### config.mk
export PLATFORM = sky130hd
export DESIGN_NAME = sync_header_frame_crc32_check_top_flat
export DESIGN_NICKNAME = d
export VERILOG_FILES = /design/src/hw/rtl/shfc_pkg.sv /design/src/hw/rtl/shfc_if.sv /design/src/hw/rtl/shfc_deframer.sv /design/src/hw/rtl/shfc_out_reg.sv /design/src/hw/rtl/sync_header_frame_crc32_check_top.sv /design/src/flat_wrapper.sv
export SDC_FILE = /design/constraint.sdc
export NUM_CORES = 1
export LEC_CHECK = 0
export BUFFER_PORTS_ARGS = -buffer_cell sky130_fd_sc_hd__buf_2
export CORE_ASPECT_RATIO = 0.75
export CORE_MARGIN = 4
export CORE_UTILIZATION = 50
export CTS_CLUSTER_SIZE = 8
export DETAILED_ROUTE_END_ITERATION = 6
export PLACE_DENSITY = 0.74
export REMOVE_ABC_BUFFERS = 1
export SLEW_MARGIN = 40
export SYNTH_ARGS = -nofsm -noshare
export SYNTH_HDL_FRONTEND = slang
export SYNTH_HIERARCHICAL = 1
export SYNTH_SLANG_ARGS = --single-unit
### constraint.sdc
create_clock -name clk -period 3.4 [get_ports clk]
set_input_delay 0.17 -clock clk [delete_from_list [all_inputs] [get_ports clk]]
set_output_delay 0.17 -clock clk [all_outputs]
set_load 0.01 [all_outputs]
### src/hw/rtl/shfc_pkg.sv
// Package for the sync header frame deframer with CRC-32 check.
// Holds frame geometry, the CRC-32 byte update and the result record.
// No dependencies.
package shfc_pkg;

    localparam int FRAME_BYTES = 72;
    localparam int CRC_BYTES = FRAME_BYTES - 4;
    localparam int POS_W = 7;
    localparam logic [7:0] SYNC_RESET = 8'h5A;
    localparam logic [31:0] CRC_POLY = 32'hEDB88320;
    localparam logic [31:0] CRC_INIT = 32'hFFFFFFFF;

    typedef logic [7:0] byte_t;
    typedef logic [POS_W-1:0] pos_t;

    typedef struct packed {
        byte_t data;
        logic  in_frame;
        pos_t  frame_pos;
        logic  frame_end;
        logic  crc_ok;
    } result_t;

    // Reflected CRC-32 update over one byte.
    function automatic logic [31:0] crc32_byte(input logic [31:0] crc, input byte_t b);
        logic [31:0] c;
        c = crc ^ {24'd0, b};
        for (int i = 0; i < 8; i++)
        begin
            c = c[0] ? ((c >> 1) ^ CRC_POLY) : (c >> 1);
        end
        return c;
    endfunction

endpackage

### src/hw/rtl/shfc_if.sv
// Channel interfaces of the deframer: received bytes, results and configuration.
// Depends on shfc_pkg.
interface shfc_rx_if;
    import shfc_pkg::*;
    logic  valid;
    logic  ready;
    byte_t rx_byte;
    modport source (output valid, output rx_byte, input ready);
    modport sink (input valid, input rx_byte, output ready);
endinterface

interface shfc_res_if;
    import shfc_pkg::*;
    logic  valid;
    logic  ready;
    byte_t data;
    logic  in_frame;
    pos_t  frame_pos;
    logic  frame_end;
    logic  crc_ok;
    modport source (output valid, output data, output in_frame, output frame_pos,
                    output frame_end, output crc_ok, input ready);
    modport sink (input valid, input data, input in_frame, input frame_pos,
                  input frame_end, input crc_ok, output ready);
endinterface

interface shfc_cfg_if;
    import shfc_pkg::*;
    logic  valid;
    logic  ready;
    byte_t sync_byte;
    modport source (output valid, output sync_byte, input ready);
    modport sink (input valid, input sync_byte, output ready);
endinterface

### src/hw/rtl/shfc_deframer.sv
// Sync hunt, frame position tracking and CRC-32 accumulation for one byte per cycle while accept is high.
// Holds the sync byte register; depends on shfc_pkg.
module shfc_deframer
(
    input  logic              clk,
    input  logic              rst_n,
    input  logic              cfg_we,
    input  shfc_pkg::byte_t   cfg_sync,
    input  logic              accept,
    input  shfc_pkg::byte_t   rx_byte,
    output shfc_pkg::result_t result
);
    import shfc_pkg::*;

    byte_t       sync_byte_reg;
    logic [31:0] crc_sync1_reg;
    logic        sync_count_reg, sync_count_next;
    logic        collecting_reg, collecting_next;
    pos_t        byte_count_reg, byte_count_next;
    logic [31:0] running_crc_reg, running_crc_next;
    logic [31:0] received_crc_reg, received_crc_next;
    logic [1:0]  lane;

    // The CRC after the first sync byte is kept with the sync byte itself.
    always_ff @(posedge clk or negedge rst_n)
    begin
        if (!rst_n)
        begin
            sync_byte_reg <= SYNC_RESET;
            crc_sync1_reg <= crc32_byte(CRC_INIT, SYNC_RESET);
        end
        else if (cfg_we)
        begin
            sync_byte_reg <= cfg_sync;
            crc_sync1_reg <= crc32_byte(CRC_INIT, cfg_sync);
        end
    end

    assign lane = 2'(byte_count_reg - POS_W'(CRC_BYTES));

    always_comb
    begin
        sync_count_next   = sync_count_reg;
        collecting_next   = collecting_reg;
        byte_count_next   = byte_count_reg;
        running_crc_next  = running_crc_reg;
        received_crc_next = received_crc_reg;
        result.data       = rx_byte;
        result.in_frame   = 1'b0;
        result.frame_pos  = '0;
        result.frame_end  = 1'b0;
        result.crc_ok     = 1'b0;
        if (!collecting_reg)
        begin
            if (rx_byte == sync_byte_reg)
            begin
                if (!sync_count_reg)
                begin
                    sync_count_next = 1'b1;
                end
                else
                begin
                    sync_count_next   = 1'b0;
                    collecting_next   = 1'b1;
                    result.in_frame   = 1'b1;
                    result.frame_pos  = POS_W'(1);
                    running_crc_next  = crc32_byte(crc_sync1_reg, rx_byte);
                    received_crc_next = '0;
                    byte_count_next   = POS_W'(2);
                end
            end
            else
            begin
                sync_count_next = 1'b0;
            end
        end
        else
        begin
            result.in_frame  = 1'b1;
            result.frame_pos = byte_count_reg;
            if (byte_count_reg < POS_W'(CRC_BYTES))
            begin
                running_crc_next = crc32_byte(running_crc_reg, rx_byte);
            end
            else
            begin
                received_crc_next = received_crc_reg | ({24'd0, rx_byte} << {lane, 3'b000});
            end
            byte_count_next = byte_count_reg + POS_W'(1);
            if (byte_count_reg == POS_W'(FRAME_BYTES - 1))
            begin
                result.frame_end = 1'b1;
                result.crc_ok    = ((running_crc_next ^ CRC_INIT) == received_crc_next);
                collecting_next  = 1'b0;
                sync_count_next  = 1'b0;
                byte_count_next  = '0;
            end
        end
    end

    always_ff @(posedge clk or negedge rst_n)
    begin
        if (!rst_n)
        begin
            sync_count_reg   <= 1'b0;
            collecting_reg   <= 1'b0;
            byte_count_reg   <= '0;
            running_crc_reg  <= CRC_INIT;
            received_crc_reg <= '0;
        end
        else if (accept)
        begin
            sync_count_reg   <= sync_count_next;
            collecting_reg   <= collecting_next;
            byte_count_reg   <= byte_count_next;
            running_crc_reg  <= running_crc_next;
            received_crc_reg <= received_crc_next;
        end
    end

endmodule

### src/hw/rtl/shfc_out_reg.sv
// Result register with valid flag; it loads whenever it is empty or being drained.
// Depends on shfc_pkg.
module shfc_out_reg
(
    input  logic              clk,
    input  logic              rst_n,
    input  logic              in_valid,
    output logic              in_ready,
    input  shfc_pkg::result_t in_result,
    output logic              out_valid,
    input  logic              out_ready,
    output shfc_pkg::result_t out_result
);
    import shfc_pkg::*;

    logic    valid_reg;
    result_t result_reg;

    assign in_ready   = !valid_reg || out_ready;
    assign out_valid  = valid_reg;
    assign out_result = result_reg;

    always_ff @(posedge clk or negedge rst_n)
    begin
        if (!rst_n)
        begin
            valid_reg <= 1'b0;
        end
        else if (in_ready)
        begin
            valid_reg <= in_valid;
        end
    end

    always_ff @(posedge clk)
    begin
        if (in_ready && in_valid)
        begin
            result_reg <= in_result;
        end
    end

endmodule

### src/hw/rtl/sync_header_frame_crc32_check_top.sv
// Top level of the sync header deframer with CRC-32 frame check.
// Depends on shfc_pkg, shfc_if, shfc_deframer and shfc_out_reg.
//
//   Channel | Direction | Payload
//   rx      | in        | rx_byte
//   res     | out       | data, in_frame, frame_pos, frame_end, crc_ok
//   cfg     | in        | sync_byte
//
// Every byte request yields one result request in the cycle after it is accepted.
// One byte is accepted per cycle while the output register can load; the byte-wide CRC update is the longest path.
// A result that is not taken holds in the output register and stops new bytes.
// Reset puts the block in hunt mode with sync byte 0x5A; cfg is always ready.
module sync_header_frame_crc32_check_top
(
    input  logic        clk,
    input  logic        rst_n,
    shfc_rx_if.sink     rx,
    shfc_res_if.source  res,
    shfc_cfg_if.sink    cfg
);
    import shfc_pkg::*;

    logic    accept;
    logic    rx_ready;
    result_t step_result;
    result_t out_result;

    assign cfg.ready = 1'b1;
    assign rx.ready  = rx_ready;
    assign accept    = rx.valid && rx_ready;

    shfc_deframer u_deframer
    (
        .clk      (clk),
        .rst_n    (rst_n),
        .cfg_we   (cfg.valid),
        .cfg_sync (cfg.sync_byte),
        .accept   (accept),
        .rx_byte  (rx.rx_byte),
        .result   (step_result)
    );

    shfc_out_reg u_out_reg
    (
        .clk        (clk),
        .rst_n      (rst_n),
        .in_valid   (rx.valid),
        .in_ready   (rx_ready),
        .in_result  (step_result),
        .out_valid  (res.valid),
        .out_ready  (res.ready),
        .out_result (out_result)
    );

    assign res.data      = out_result.data;
    assign res.in_frame  = out_result.in_frame;
    assign res.frame_pos = out_result.frame_pos;
    assign res.frame_end = out_result.frame_end;
    assign res.crc_ok    = out_result.crc_ok;

endmodule
### src/flat_wrapper.sv
// flat-port wrapper written by rule: the top's interface ports become plain ports
module sync_header_frame_crc32_check_top_flat import shfc_pkg::*;
  (clk, rst_n, rx_valid, rx_rx_byte, rx_ready, res_valid, res_data, res_in_frame, res_frame_pos, res_frame_end, res_crc_ok, res_ready, cfg_valid, cfg_sync_byte, cfg_ready);
  shfc_rx_if rx_i ();
  shfc_res_if res_i ();
  shfc_cfg_if cfg_i ();
  input  logic clk;
  input  logic rst_n;
  input wire logic [$bits(rx_i.valid)-1:0] rx_valid;
  input wire logic [$bits(rx_i.rx_byte)-1:0] rx_rx_byte;
  output wire logic [$bits(rx_i.ready)-1:0] rx_ready;
  output wire logic [$bits(res_i.valid)-1:0] res_valid;
  output wire logic [$bits(res_i.data)-1:0] res_data;
  output wire logic [$bits(res_i.in_frame)-1:0] res_in_frame;
  output wire logic [$bits(res_i.frame_pos)-1:0] res_frame_pos;
  output wire logic [$bits(res_i.frame_end)-1:0] res_frame_end;
  output wire logic [$bits(res_i.crc_ok)-1:0] res_crc_ok;
  input wire logic [$bits(res_i.ready)-1:0] res_ready;
  input wire logic [$bits(cfg_i.valid)-1:0] cfg_valid;
  input wire logic [$bits(cfg_i.sync_byte)-1:0] cfg_sync_byte;
  output wire logic [$bits(cfg_i.ready)-1:0] cfg_ready;
  assign rx_i.valid = rx_valid;
  assign rx_i.rx_byte = rx_rx_byte;
  assign rx_ready = rx_i.ready;
  assign res_valid = res_i.valid;
  assign res_data = res_i.data;
  assign res_in_frame = res_i.in_frame;
  assign res_frame_pos = res_i.frame_pos;
  assign res_frame_end = res_i.frame_end;
  assign res_crc_ok = res_i.crc_ok;
  assign res_i.ready = res_ready;
  assign cfg_i.valid = cfg_valid;
  assign cfg_i.sync_byte = cfg_sync_byte;
  assign cfg_ready = cfg_i.ready;
  sync_header_frame_crc32_check_top u_core (.clk(clk), .rst_n(rst_n), .rx(rx_i), .res(res_i), .cfg(cfg_i));
endmodule
## Yosys cells after proc, flatten, opt, wreduce, memory -nomap -nowiden

Index checks and enable logic that the tools add are counted.

- Output and inout port bits: 21
- Bits of input ports: 21
- Bits in registers: 132
- Logic and storage cells: 108

- Eq/ne operators: 4
- Bitwise gates (word level): 29
- Reduce and logical (&&, ||, !) cells: 8
- Mux-type cells: 50
- Order comparisons: 1
- Add/sub/neg operators: 2
- Shift-type cells: 1

Operators by type and width:

| kind | number |
|---|---|
| 32-bit 2-to-1 mux | 34 |
| 13-bit NOT with 14-bit output | 24 |
| 32-bit by 8-bit XOR with 32-bit output | 2 |
| 7-bit 2-to-1 mux | 5 |
| 32-bit equality test | 1 |
| 32-bit NOT | 1 |
| 8-bit NOT with 32-bit output | 1 |
| 32-bit bitwise OR | 1 |
| 8-bit by 5-bit << shifter with 32-bit output | 1 |
| 8-bit 2-to-1 mux | 2 |
| 8-bit equality test | 1 |
| 1-bit 2-to-1 mux | 8 |
| 7-bit by 1-bit adder with 7-bit output (second input constant) | 1 |
| 7-bit equality test (second input constant) | 1 |
| 7-bit less-than comparator (second input constant) | 1 |
| 2-bit AND reduction | 2 |
| 2-bit nonzero test | 2 |
| 3-bit AND reduction | 1 |
| 2-bit 2-to-1 mux | 1 |
| 2-bit by 1-bit inequality test with 1-bit output (second input constant) | 1 |
| 2-bit by 1-bit subtractor with 2-bit output (second input constant) | 1 |
| 1-bit logical AND | 1 |
| 1-bit logical NOT | 1 |
| 1-bit logical OR | 1 |

## Depth between registers and ports, before layout

Gate-level depths: netlist of the first run.

- Depth after elaboration: 22
- Gate-level depth with buffers: 11
- Depth with buffers taken out: 8

## Hierarchy

Netlist of the first run, hierarchy kept.

By module, submodules not included:

| module | sequential area each (um^2) | area an instance (um^2) | times used | cells each |
|---|---|---|---|---|
| shfc_deframer | 2787.7 | 7872.6 | 1 | 829 |
| shfc_out_reg | 565.5 | 594.3 | 1 | 22 |
| sync_header_frame_crc32_check_top | 0.0 | 17.5 | 1 | 3 |

## Least setup slack after synthesis of the first run

No wires, ideal clock.

- Path kind: register to register
- From: reg u_core.u_deframer.running_crc_reg[0]
- To: reg u_core.u_out_reg.result_reg, in the netlist u_core/u_out_reg/out_result[0] (data pin)
- Data arrival time: 2.689 ns
- Buffers on the path: 0
- Slack: 0.578 ns
- Data required time: 3.266 ns
- Period minus slack after synthesis: 2.822 ns
- Stages on the path, launching flop included: 9
- Library setup time: 0.134 ns
- Path through: dfstp_2 > xor2_4 > xnor3_2 > xor2_2 > xor2_1 > a221oi_2 > o2111ai_1 > a2111oi_0 > and4_1

- Longest elaborated chain between the ends: 18
- Elaborated cells between the ends (all ways): 20
- Those cells by class: 1 x eq/ne; 10 x mux; 9 x bitwise

RTL lines:

| item | line | RTL |
|---|---|---|
| from (decl) | shfc_deframer.sv:20 | `logic [31:0] running_crc_reg, running_crc_next;` |
| from (signal assigned) | shfc_deframer.sv:116 | `running_crc_reg <= running_crc_next;` |
| 32-bit by 8-bit XOR with 32-bit output | shfc_pkg.sv:27 | `c = crc ^ {24'd0, b};` |
| 32-bit 2-to-1 mux | shfc_pkg.sv:30 | `c = c[0] ? ((c >> 1) ^ CRC_POLY) : (c >> 1);` |
| 32-bit 2-to-1 mux / 13-bit NOT with 14-bit output (equally long branches) | n/a |  |
| 13-bit NOT with 14-bit output (no source line) / 32-bit 2-to-1 mux (equally long branches) | n/a |  |
| 32-bit 2-to-1 mux / 13-bit NOT with 14-bit output (equally long branches) | n/a |  |
| 13-bit NOT with 14-bit output (no source line) / 32-bit 2-to-1 mux (equally long branches) | n/a |  |
| 32-bit 2-to-1 mux | shfc_pkg.sv:30 |  |
| 32-bit 2-to-1 mux / 13-bit NOT with 14-bit output (equally long branches) | n/a |  |
| [2 not listed] | n/a |  |
| 13-bit NOT with 14-bit output (no source line) / 32-bit 2-to-1 mux (equally long branches) | n/a |  |
| 32-bit 2-to-1 mux | shfc_pkg.sv:30 |  |
| 13-bit NOT with 14-bit output (no source line) | n/a |  |
| 32-bit 2-to-1 mux | shfc_pkg.sv:30 |  |
| 32-bit 2-to-1 mux * | shfc_deframer.sv:81 | `if (byte_count_reg < POS_W'(CRC_BYTES))` |
| 32-bit 2-to-1 mux * | shfc_deframer.sv:53 | `if (!collecting_reg)` |
| 32-bit NOT (no source line) * | n/a |  |
| 32-bit equality test * | shfc_deframer.sv:93 | `result.crc_ok = ((running_crc_next ^ CRC_INIT) == received_crc_next);` |
| to (signal assigned) | shfc_out_reg.sv:39 | `result_reg <= in_result;` |
| to (decl) | shfc_out_reg.sv:17 | `result_t result_reg;` |

Every way passes the cells marked *; elsewhere a longest branch is shown, timed or not. The select of a mux whose other input is x is not followed.
A chain may end at the register's enable or synchronous reset.

## Worst setup path after layout of the first run

Same ends and word-level chain as after synthesis.

==> results of run 1 <==
## timing repair
item | CTS | global route
resized for setup | 0 | 1
hold buffers | 2 | 0
setup endpoints to repair | 0 | 1
hold endpoints to repair | 17 | 0
## synthesized netlist by cell type, types with 8 or more instances
library cell  instances  area, sq um
a211oi_1             13         97.6
a21oi_1              97          485
a31oi_1               9         56.3
and2_1                8         50.1
buf_4                 9         67.6
clkbuf_1             51          191
dfrtp_1              62         1550
dfstp_2              48         1260
edfxtp_1             18          541
inv_1                 8         30.0
mux2_2               24          270
nand2_1              22         82.6
nand3_1              25          125
nor2_1               66          248
nor3_1                9         45.0
o21ai_0              41          205
o22ai_1              26          163
xnor2_1             159         1390
xor2_1               52          455
## through the flow
stage / setup TNS (ns) / hold slack, ns / setup WS [ns]
2_1_floorplan: -53.04 / -0.126 / -1.61
3_3_place_gp: 0 / 0.236 / 0.194
3_5_place_dp: 0 / 0.248 / 0.208
4_1_cts: 0 / 0.0214 / 0.184
5_1_grt: 0 / 0.0435 / 0.0537
6_report: 0 / 0.0294 / 0.0957
## cell families (layout without fill, tap and decap cells)
group	count (synthesis)	in the layout	share of synthesized area
buffers and inverters	77	130	0.0448
multiplexers	28	28	0.0366
AO/OA/AOI/OAI	230	230	0.165
flip-flops	128	128	0.395
other	1	1	0.000442
adder cells (fa/ha/maj)	1	1	0.00147
AND/OR/NAND/NOR	157	157	0.0863
XOR/XNOR	232	232	0.270
## path summary, 6_finish.rpt
check                                                      from                                  end  slack (ns)  depth (start not counted)
max                        u_core/u_deframer/running_crc_reg[0]       u_core/u_out_reg/out_result[0]         0.1                          8
min                                                   res_ready           u_core/u_out_reg/out_valid        0.03                          3
max reg2reg                u_core/u_deframer/running_crc_reg[0]       u_core/u_out_reg/out_result[0]         0.1                          8
min reg2reg                  u_core/u_deframer/crc_sync1_reg[3]   u_core/u_deframer/crc_sync1_reg[3]        0.48                          2
max in group asynchronous                                 rst_n  u_core/u_deframer/crc_sync1_reg[29]        2.16                          3
min in group asynchronous                                 rst_n  u_core/u_deframer/byte_count_reg[0]        0.32                          2
## per-layer routing
layer | track usage | routed length (um) | vias up
li1 | - | - | 3075
met3 | 0.0987 | 3300 | 69
met2 | 0.388 | 11000 | 384
met1 | 0.430 | 12100 | 3394
met4 | 0.103 | 854 | 2
met5 | 0.0392 | 95 | -
## worst reg2reg max path: stages, from the launching register on
cell	delay [ns]
dfstp_2	0.61
xor2_4	0.33
xnor3_2	0.56
xnor2_2	0.17
xnor2_1	0.13
o41ai_1	0.38
o221ai_1	0.20
a2111oi_0	0.53
and4_1	0.26
## power groups by stage
stage / Clock, mW / Sequential (mW) / Combinational (mW)
CTS: 1.96 / 2.62 / 6.82
finish: 1.94 / 2.65 / 6.97
floorplan: 0 / 2.44 / 4.90
global route: 2.03 / 2.68 / 7.36
detailed placement: 0 / 2.64 / 6.76
global placement: 0 / 2.63 / 6.81
## final cells by class
cell class	count	area, sq um	area share
clock buffers	18	429	0.0446
clock inverters	14	189	0.0196
inverters	9	33.8	0.00351
multi-input cells	649	4780	0.497
flip-flops and latches	128	3350	0.348
well taps	210	263	0.0273
repair buffers	89	578	0.0600
==> metrics.md, run 1 <==
| Metric | Value |
|---|---|
| Clock buffers created by TritonCTS | 17 |
| Peak Freq | 303 MHz |
| Routed length per instance | 24.4 um |
| Largest net degree at the start of global routing | 50 |
| Clock sink count | 128 |
| Number of global-route vias before repair | 6,574 |
| Commonest non-fill, non-tap cells in the layout | 158 x xnor2_1, 97 x a21oi_1, 65 x nor2_1 |
| Clock-pin transition on the worst setup and hold timing paths | 0.06 ns |
| Final weighted congestion in routability-driven placement | 1.05 |
| Core Area | 0.0163 sq mm |
| Peak fanout along the critical path | 7 |
| TritonCTS clock tree | built |
| Post-route minimum period | 3.30 ns |
| Post-Syn Area | 0.00848 sq mm |
| Final number of hold-violating endpoints | 0 |
| Reported net switching power | 5.13 mW |
| Arr. time, crit path | approximately 3.6 ns |
| Initial antenna violation count | 0 |
| Portion of total power attributed to the clock network | 0.168 |
| Synthesis-to-layout area growth | 13.5% |
| Clock latency of the later-clocked register in the worst-skew pair | 0.43 ns |
| RSZ-0062 raised after global routing | false |
| Share of synthesized flip-flops with an asynchronous set or reset | 0.859 |
| Total count of max-transition violations in the final report | 0 |
| Yosys warning total | 6 |
| Top Family by Delay on Critical Path | XOR/XNOR gates |
| Layout Utilization | 0.590 |
| Failing checks | design-rule violations |
| Cells after Synth | 854 |
| Sequential share of power | 0.229 |
| Depth of the CTS H-tree | 4 |
| Run status | finished with violations |
| Post-layout nets | slightly above 900 |
| Clock Skews | about 0.015 ns |
| Slowest-stage cell, CP | dfstp_2 |
| Critical Path Source Type | flop |
| Placement-stage cell area | 0.00898 sq mm |
| HPWL reported at the end of detailed placement | 19.8 mm |
| Combinational power share | 0.603 |
| Path category of the worst min-delay check | in -> reg |
| Clock tree buffer depth | 2 |
| Total of fill cells in the finished design | approximately 1.4k |
| Kind of capture point of the worst setup path | flop |
| Critical-path cell list | xor2_4 -> xnor3_2 -> xnor2_2 -> xnor2_1 -> o41ai_1 -> o221ai_1 -> a2111oi_0 -> and4_1 |
| Number of rows in the core area | 40 |
| Avg Inst Size Synth | 9.93 sq um |
| Design internal power | 6.43 mW |
| First-pass GRT wire length | 40.7 mm |
| Critical path class | reg -> reg |
| Number of nets still failing antenna checks after routing | 0 |
| Design area | 0.00963 sq mm |
| Number of register bits inferred by synthesis | 128 |
| Count of boundary I/O pins | 42 |
| X dimension of the die | 158 um |
| Final instance count without filler cells | 1,117 |
| Maximum Capacitance Violations | 0 |
| Quantity of I/O buffers inserted on ports | 40 |
| Total track usage | 0.291 |
| Setup-violating endpoint count in the final report | 0 |
| CP max stage delay | 0.61 ns |
| Leading register cell type out of synthesis | dfrtp_1 |
| Number of setup buffers added after CTS | 0 |
| P_leak | 3.80 nW |
| Iteration count of the initial detailed-routing pass | 7 |
| Synth cell types | 68 |
| Net Sw Frac | 0.444 |
| Commonest non-fill, non-tap cell in the layout | xnor2_1 |
| Die area | 0.0191 sq mm |
| Pwr/cell area | between 1000 and 1500 mW/mm^2 |
| DRC violations left | 4 |
| Number of enable-type register cells in the synthesized netlist | 18 |
| Max VDD drop | 0.510 mV |
| Starting density of the core | 0.520 |
| Detailed Route WL | about 27 mm |
| DIE HEIGHT | 121 um |
| Total grt overflow | 0 |
| Crit share post-route | 0.972 |
| Cell at the root of the clock tree | clkbuf_16 |
| Slew of the pin with the lowest slew margin | between 0.7 and 0.8 ns |
| Data required time at the worst endpoint | 3.70 ns |
| Overall via count from detail_route | 6,924 |
| Diodes inserted | 0 |
| Overall Power | 11.6 mW |
| Max-slew headroom at the worst pin | 0.472 |
| # placed instances | 1,083 |
| Sequential share of the synthesized area | 0.395 |
| Via-per-instance ratio | 6.20 |
| Detailed Route Iter0 Violations | 913 |
| Share of cells above drive strength 1 | 0.239 |
| Worst Path Buf+Inv | 0 |
(Power assumes the default switching activity.)
==> inputs of run 2 (changes only) <==
--- a/config.mk
+++ b/config.mk
@@ -5,6 +5,7 @@
 export SDC_FILE = /design/constraint.sdc
 export NUM_CORES = 1
 export LEC_CHECK = 0
+export ABC_AREA = 1
 export BUFFER_PORTS_ARGS = -buffer_cell sky130_fd_sc_hd__buf_2
 export CORE_ASPECT_RATIO = 0.75
 export CORE_MARGIN = 4
==> run 2 against run 1 <==
Global-route usage up 0.78 points. The flow now finishes without violations. Count of clock-buffer cells in the layout down 1. Sequential power down 12%. Final cell count up 48%. Clock skew down 0.0072 ns. Wire length up 15%. Critical path depth up 8. Non-clock buffer count down 30. Die area up 10%. Synthesized cell count up 61%. Maximum frequency up 8.3%.
==> metrics.md, run 2 <==
| Metric | Value |
|---|---|
| Synthesis-to-layout area growth | 11.1% |
| Initial antenna violation count | 0 |
| Data required time at the worst endpoint | 3.69 ns |
| Sequential share of the synthesized area | 0.357 |
| Path category of the worst min-delay check | in -> reg |
| TritonCTS clock tree | built |
| DIE HEIGHT | 127 um |
| Number of enable-type register cells in the synthesized netlist | 18 |
| Routed length per instance | 19.1 um |
| Overall Power | 9.56 mW |
| Number of setup buffers added after CTS | 0 |
| Total grt overflow | 0 |
| Max VDD drop | 0.343 mV |
| Max-slew headroom at the worst pin | 0.476 |
| Diodes inserted | 0 |
| First-pass GRT wire length | a little under 50 mm |
| Clock tree buffer depth | 2 |
| Most common library cells after synthesis | 503 x nand2_1, 126 x inv_1, 120 x nand3_1 |
| Arr. time, crit path | 3.34 ns |
| Number of rows in the core area | 43 |
| RSZ-0062 raised after global routing | false |
| Post-layout nets | 1,412 |
| Core Area | roughly 0.018 sq mm |
| Area leader, netlist | nand2_1 |
| Pwr/cell area | 916 mW/mm^2 |
| P_leak | 5.07 nW |
| Most common cell in the synthesized netlist | nand2_1 |
| Count of boundary I/O pins | 42 |
| Depth of the CTS H-tree | 4 |
| Yosys warning total | 6 |
| Met3 WL post-DR | around 3.8 mm |
| Largest family of logic cells by synthesized area | simple AND/OR/NAND/NOR gates |
| Setup_tns | 0 ns |
| Critical Path Source Type | flop |
| Starting density of the core | 0.509 |
| Run status | completed |
| Cells after Synth | roughly 1.4k |
| Post-route minimum period | 3.05 ns |
| Clock sink count | 128 |
| Fraction of synthesized cell area taken by the top area cell type | 0.201 |
| Number of cells upsized or downsized after cts | 0 |
| Quantity of I/O buffers inserted on ports | 40 |
| Number of register bits inferred by synthesis | ~130 |
| Peak Freq | 328 MHz |
| Cell at the root of the clock tree | clkbuf_16 |
| Leading register cell type out of synthesis | dfrtp_1 |
| Total track usage | 0.299 |
| Avg Inst Size Synth | 6.83 sq um |
| Synth cell types | 45 |
| Total count of max-transition violations in the final report | 0 |
| Synth Area in Simple Gates | 0.328 |
| X dimension of the die | approximately 170 um |
| Clock latency of the later-clocked register in the worst-skew pair | around 0.43 ns |
| Area fraction in compound gates after synthesis | 0.117 |
| Met2 Routed Length | roughly 13 mm |
| Iteration count of the initial detailed-routing pass | 6 |
| Number of global-route vias before repair | ~8.7k |
| Overall via count from detail_route | 9,524 |
| Clock-pin transition on the worst setup and hold timing paths | approximately 0.06 ns |
| HPWL reported at the end of detailed placement | 22.3 mm |
| Slew of the pin with the lowest slew margin | 0.784 ns |
| Commonest non-fill, non-tap cell in the layout | nand2_1 |
| Detailed Route WL | 31.5 mm |
| Detailed Route Iter0 Violations | 1,483 |
| Number of nets still failing antenna checks after routing | 0 |
| Peak fanout along the critical path | 52 |
| DRC violations left | 0 |
| Via-per-instance ratio | 5.77 |
| Largest net degree at the start of global routing | 111 |
| Crit share post-route | 0.897 |
| M1 WL | 13.7 mm |
| Highest metal layer with signal wires | met4 |
| Final number of hold-violating endpoints | 0 |
| Xor/xnor cell area share of the yosys netlist | 0.102 |
| Share of synthesized flip-flops with an asynchronous set or reset | 0.859 |
| Maximum Capacitance Violations | 0 |
| Clock buffers created by TritonCTS | 17 |
| Minimum setup slack after placement | around 0.53 ns |
| Kind of capture point of the worst setup path | flop |
| Clock Skews | 0.00795 ns |
| Share of synthesized area spent on multiplexers | 0 |
| Critical path class | reg -> reg |
| Cell types occupying the most area after synthesis | nand2_1 20%, dfrtp_1 17%, dfstp_2 13% |
| WHS | 0.0337 ns |
| Die area | 0.0211 sq mm |
| Adder-Cell Fraction of Synth Area | 0.00133 |
| Post-Syn Area | 0.00940 sq mm |
| Worst setup margin | 0.349 ns |
| Share of cells above drive strength 1 | 0.148 |
| Final weighted congestion in routability-driven placement | 1.01 |
| Commonest non-fill, non-tap cells in the layout | 503 x nand2_1, 126 x inv_1, 120 x nand3_1 |
| Setup-violating endpoint count in the final report | 0 |
[run 2: routing by layer]
layer / vias up / track usage
li1: 4401 / -
met5: - / 0
met2: 588 / 0.429
met3: 91 / 0.0664
met1: 4444 / 0.442
met4: 0 / 0.110
[run 2: kinds of logic after synthesis]
kind of cell / Yosys count
adders and majority gates: 1
xor gates and xnor gates: 96
DFF: 128
buffers and inverters: 212
other: 1
and+or+nand+nor: 735
AOI/OAI and AO/OA: 203
[run 2: cell type report]
type / count / area (sq um)
clock inverters: 15 / 239
inverters: 148 / 556
repair buffers: 59 / 393
well taps: 247 / 309
fillers: 1747 / 8020
flip-flops and latches: 128 / 3350
clock buffers: 17 / 425
multi-input cells: 1036 / 5160
[run 2: worst max-delay path: stages, from the launching register on]
cell and delay (ns):
dfrtp_1 0.43, nor2_2 0.16, nand2_2 0.12, nand2_4 0.08, buf_4 0.51, nand3_1 0.23, nand3_1 0.14, nand2_1 0.10
nor2_1 0.11, nand2_1 0.05, nor2_1 0.15, nand2_1 0.09, nor2_1 0.24, nand2_1 0.10, nor2_1 0.11, nand2_1 0.14
nor2_1 0.12
[run 2: power breakdown]
part	switching [mW]	internal (mW)
logic	3.65	1.48
registers	0.286	2.03
clock network	0.743	1.37
[run 2: through the flow]
stage          cells  cell area (sq um)  utilization
5_1_grt         1650              10400        0.566
4_1_cts         1650              10400        0.566
2_1_floorplan   1312               9060            -
3_5_place_dp    1614               9730        0.527
3_3_place_gp    1614               9730        0.527
6_report        1650              10400        0.566
[run 2: final timing paths]
kind	start	to	slack (ns)	depth (start not counted)
min reg2reg	u_core/u_deframer/crc_sync1_reg[31]	u_core/u_deframer/crc_sync1_reg[31]	0.47	2
max	u_core/u_deframer/byte_count_reg[4]	u_core/u_out_reg/out_result[0]	0.35	16
min	cfg_sync_byte[2]	u_core/u_deframer/sync_byte_reg[2]	0.03	3
min in group asynchronous	rst_n	u_core/u_deframer/byte_count_reg[2]	0.36	3
max reg2reg	u_core/u_deframer/byte_count_reg[4]	u_core/u_out_reg/out_result[0]	0.35	16
max in group asynchronous	rst_n	u_core/u_deframer/sync_byte_reg[0]	2.55	3
[run 2: repair_timing]
action / 4_1_cts / 5_1_grt
hold buffers: 4 / 0
endpoints found under the hold margin: 66 / 0
setup endpoints to repair: 0 / 0
==> inputs of run 3 (changes only) <==
--- a/config.mk
+++ b/config.mk
@@ -12,7 +12,7 @@
 export CORE_UTILIZATION = 50
 export CTS_CLUSTER_SIZE = 8
 export DETAILED_ROUTE_END_ITERATION = 6
-export PLACE_DENSITY = 0.74
+export PLACE_DENSITY = 0.67
 export REMOVE_ABC_BUFFERS = 1
 export SLEW_MARGIN = 40
 export SYNTH_ARGS = -nofsm -noshare
==> run 3 against run 2 <==
The run now ends with design-rule violations left. Via count down 1.9%. Sequential share of layout area increased by 0.25 points. Maximum frequency up 10%. Worst hold slack worse by 0.0033 ns. Non-clock buffer count unchanged. Setup slack better by 0.28 ns. Largest power group unchanged. Highest routed layer is now met5.
==> metrics.md, run 3 (synthesis gave the netlist of run 2 again) <==
| Metric | Value |
|---|---|
| Placement-stage cell area | 0.00973 sq mm |
| Max VDD drop | 0.390 mV |
| Layout Utilization | 0.561 |
| TritonCTS clock tree | built |
| Failing checks | design-rule violations |
| Number of global-route vias before repair | 8,445 |
| Share of cells above drive strength 1 | 0.148 |
| Setup-violating endpoint count in the final report | 0 |
| Clock tree buffer depth | 2 |
| Quantity of I/O buffers inserted on ports | 40 |
| Crit share post-route | 0.814 |
| Combinational power share | 0.553 |
| Run status | finished with violations |
| Clock buffers created by TritonCTS | 17 |
| Total count of max-transition violations in the final report | 0 |
| Peak fanout along the critical path | 29 |
| Overall via count from detail_route | roughly 9.3k |
| Die area | 0.0211 sq mm |
| Net Sw Frac | 0.503 |
| Number of nets still failing antenna checks after routing | 0 |
| Count of boundary I/O pins | 42 |
| Critical path class | reg -> reg |
| Kind of capture point of the worst setup path | flop |
| CP max stage delay | 0.47 ns |
| Design area | 0.0104 sq mm |
| First-pass GRT wire length | 49.9 mm |
| Clock Skews | approximately 0.011 ns |
| Iteration count of the initial detailed-routing pass | 7 |
| Total grt overflow | 0 |
| X dimension of the die | 166 um |
| Reported net switching power | 4.71 mW |
| Count of cell instances traversed by the critical path | 15 |
| Largest net degree at the start of global routing | 63 |
| Commonest non-fill, non-tap cell in the layout | nand2_1 |
| Worst setup margin | around 0.63 ns |
| Routed length per instance | approximately 19 um |
| Synthesis-to-layout area growth | 10.2% |
| Setup_tns | 0 ns |
| Maximum Capacitance Violations | 0 |
| Worst Path Buf+Inv | 2 |
| Minimum setup slack after placement | 0.753 ns |
| Initial antenna violation count | 1 |
| Instance count along the most critical hold path | 3 |
| Peak Freq | 361 MHz |
| Number of rows in the core area | 43 |
| Final number of hold-violating endpoints | 0 |
| Cell at the root of the clock tree | clkbuf_16 |
| Final weighted congestion in routability-driven placement | ~0.98 |
| Clock-pin transition on the worst setup and hold timing paths | 0.06 ns |
| Core Area | 0.0185 sq mm |
| Path category of the worst min-delay check | in -> reg |
| DIE HEIGHT | 127 um |
| Slowest-stage cell, CP | inv_2 |
| Design internal power | 4.66 mW |
| Path depth of the worst reg2reg path | 15 |
| Top Family by Delay on Critical Path | simple AND/OR/NAND/NOR gates |
| Critical Path Source Type | flop |
| Slew of the pin with the lowest slew margin | 0.729 ns |
| Overall Power | 9.37 mW |
| Portion of total power attributed to the clock network | 0.203 |
| Commonest non-fill, non-tap cells in the layout | 503 x nand2_1, 126 x inv_1, 120 x nand3_1 |
| P_leak | between 5 and 6 nW |
| Data required time at the worst endpoint | 3.69 ns |
| Critical-path cell list | nor2_2 -> nand2_2 -> nand2_4 -> inv_2 -> buf_4 -> nand2_1 -> nand2_1 -> nor2_1 -> nor2_1 -> nand2_1 -> nor2_1 -> nand2_1 -> nor2_1 -> nand2_1 -> nor2_1 |
| Detailed Route WL | roughly 32 mm |
| Clock sink count | ~130 |
| Number of cells upsized or downsized after cts | 0 |
| Sequential share of power | 0.244 |
| Post-route minimum period | 2.77 ns |
| Diodes inserted | 0 |
| Total of fill cells in the finished design | 1,754 |
| Pwr/cell area | ~910 mW/mm^2 |
| Via-per-instance ratio | between 5 and 6 |
| Total track usage | 0.305 |
| RSZ-0062 raised after global routing | false |
| HPWL reported at the end of detailed placement | 23.2 mm |
| Arr. time, crit path | 3.06 ns |
| Starting density of the core | 0.509 |
| Depth of the CTS H-tree | 4 |
| Clock latency of the later-clocked register in the worst-skew pair | ~0.43 ns |
| Post-layout nets | 1,412 |
| Detailed Route Iter0 Violations | 1,356 |
| Max-slew headroom at the worst pin | 0.514 |
| DRC violations left | 5 |
-- run 3: cell types whose count changed in the layout (fill, tap and decap cells not counted) --
cell	change
buf_12	-1
buf_4	+1
buf_6	+1
bufinv_16	-3
clkbuf_1	+1
clkinv_2	+1
clkinv_4	+3
clkinvlp_4	-2
dlygate4sd3_1	-1
-- run 3: routing by layer --
metal | track usage | vias up | share of wire | wire length [um]
li1 | - | 4406 | - | -
met3 | 0.0701 | 63 | 0.12 | 3690
met4 | 0.0909 | 2 | 0.024 | 771
met2 | 0.433 | 559 | 0.41 | 13200
met1 | 0.464 | 4317 | 0.45 | 14400
met5 | 0 | - | 0.00034 | 11
-- run 3: layout make-up --
| class | instances | area, sq um | share of cell area |
|---|---|---|---|
| Clock inverter | 14 | 165 | 0.0159 |
| Clock buffer | 18 | 429 | 0.0414 |
| Tap cell | 247 | 309 | 0.0298 |
| Timing Repair Buffer | 59 | 382 | 0.0368 |
| Multi-Input combinational cell | 1036 | 5160 | 0.498 |
| Sequential cell | 128 | 3350 | 0.324 |
| Inverter | 148 | 556 | 0.0536 |
-- run 3: power by group through the flow --
stage                     Sequential (mW)  Clock [mW]  Combinational (mW)
after global placement               2.29           0                4.92
after global routing                 2.33        1.99                5.68
after CTS                            2.28        1.92                4.99
after detailed placement             2.30           0                4.95
final                                2.29        1.90                5.19
after floorplan                      2.30           0                3.35
-- run 3: repair_timing --
item,in CTS,in global routing
setup buffers,0,0
endpoints found under the hold margin,43,0
hold buffers,3,0
setup endpoints to repair,0,0
-- run 3: final timing paths --
check / start / to / slack, ns
setup / recovery: u_core/u_deframer/byte_count_reg[4] / u_core/u_out_reg/out_result[0] / 0.63
hold / removal: cfg_sync_byte[2] / u_core/u_deframer/sync_byte_reg[2] / 0.03
setup reg to reg: u_core/u_deframer/byte_count_reg[4] / u_core/u_out_reg/out_result[0] / 0.63
hold reg to reg: u_core/u_deframer/crc_sync1_reg[31] / u_core/u_deframer/crc_sync1_reg[31] / 0.48
max in group asynchronous: rst_n / u_core/u_deframer/running_crc_reg[8] / 2.30
min in group asynchronous: rst_n / u_core/u_out_reg/out_valid / 0.31
-- run 3: through the flow --
stage               std cells  hold WS [ns]
floorplan                1312        -0.126
global route             1650        0.0252
finish                   1650        0.0304
detailed placement       1615         0.208
CTS                      1650        0.0172
global placement         1615         0.337
-- run 3: tightest hold or removal path, stage by stage --
cell	delay (ns)
buf_2	0.13
nand2_1	0.06
o21ai_0	0.06
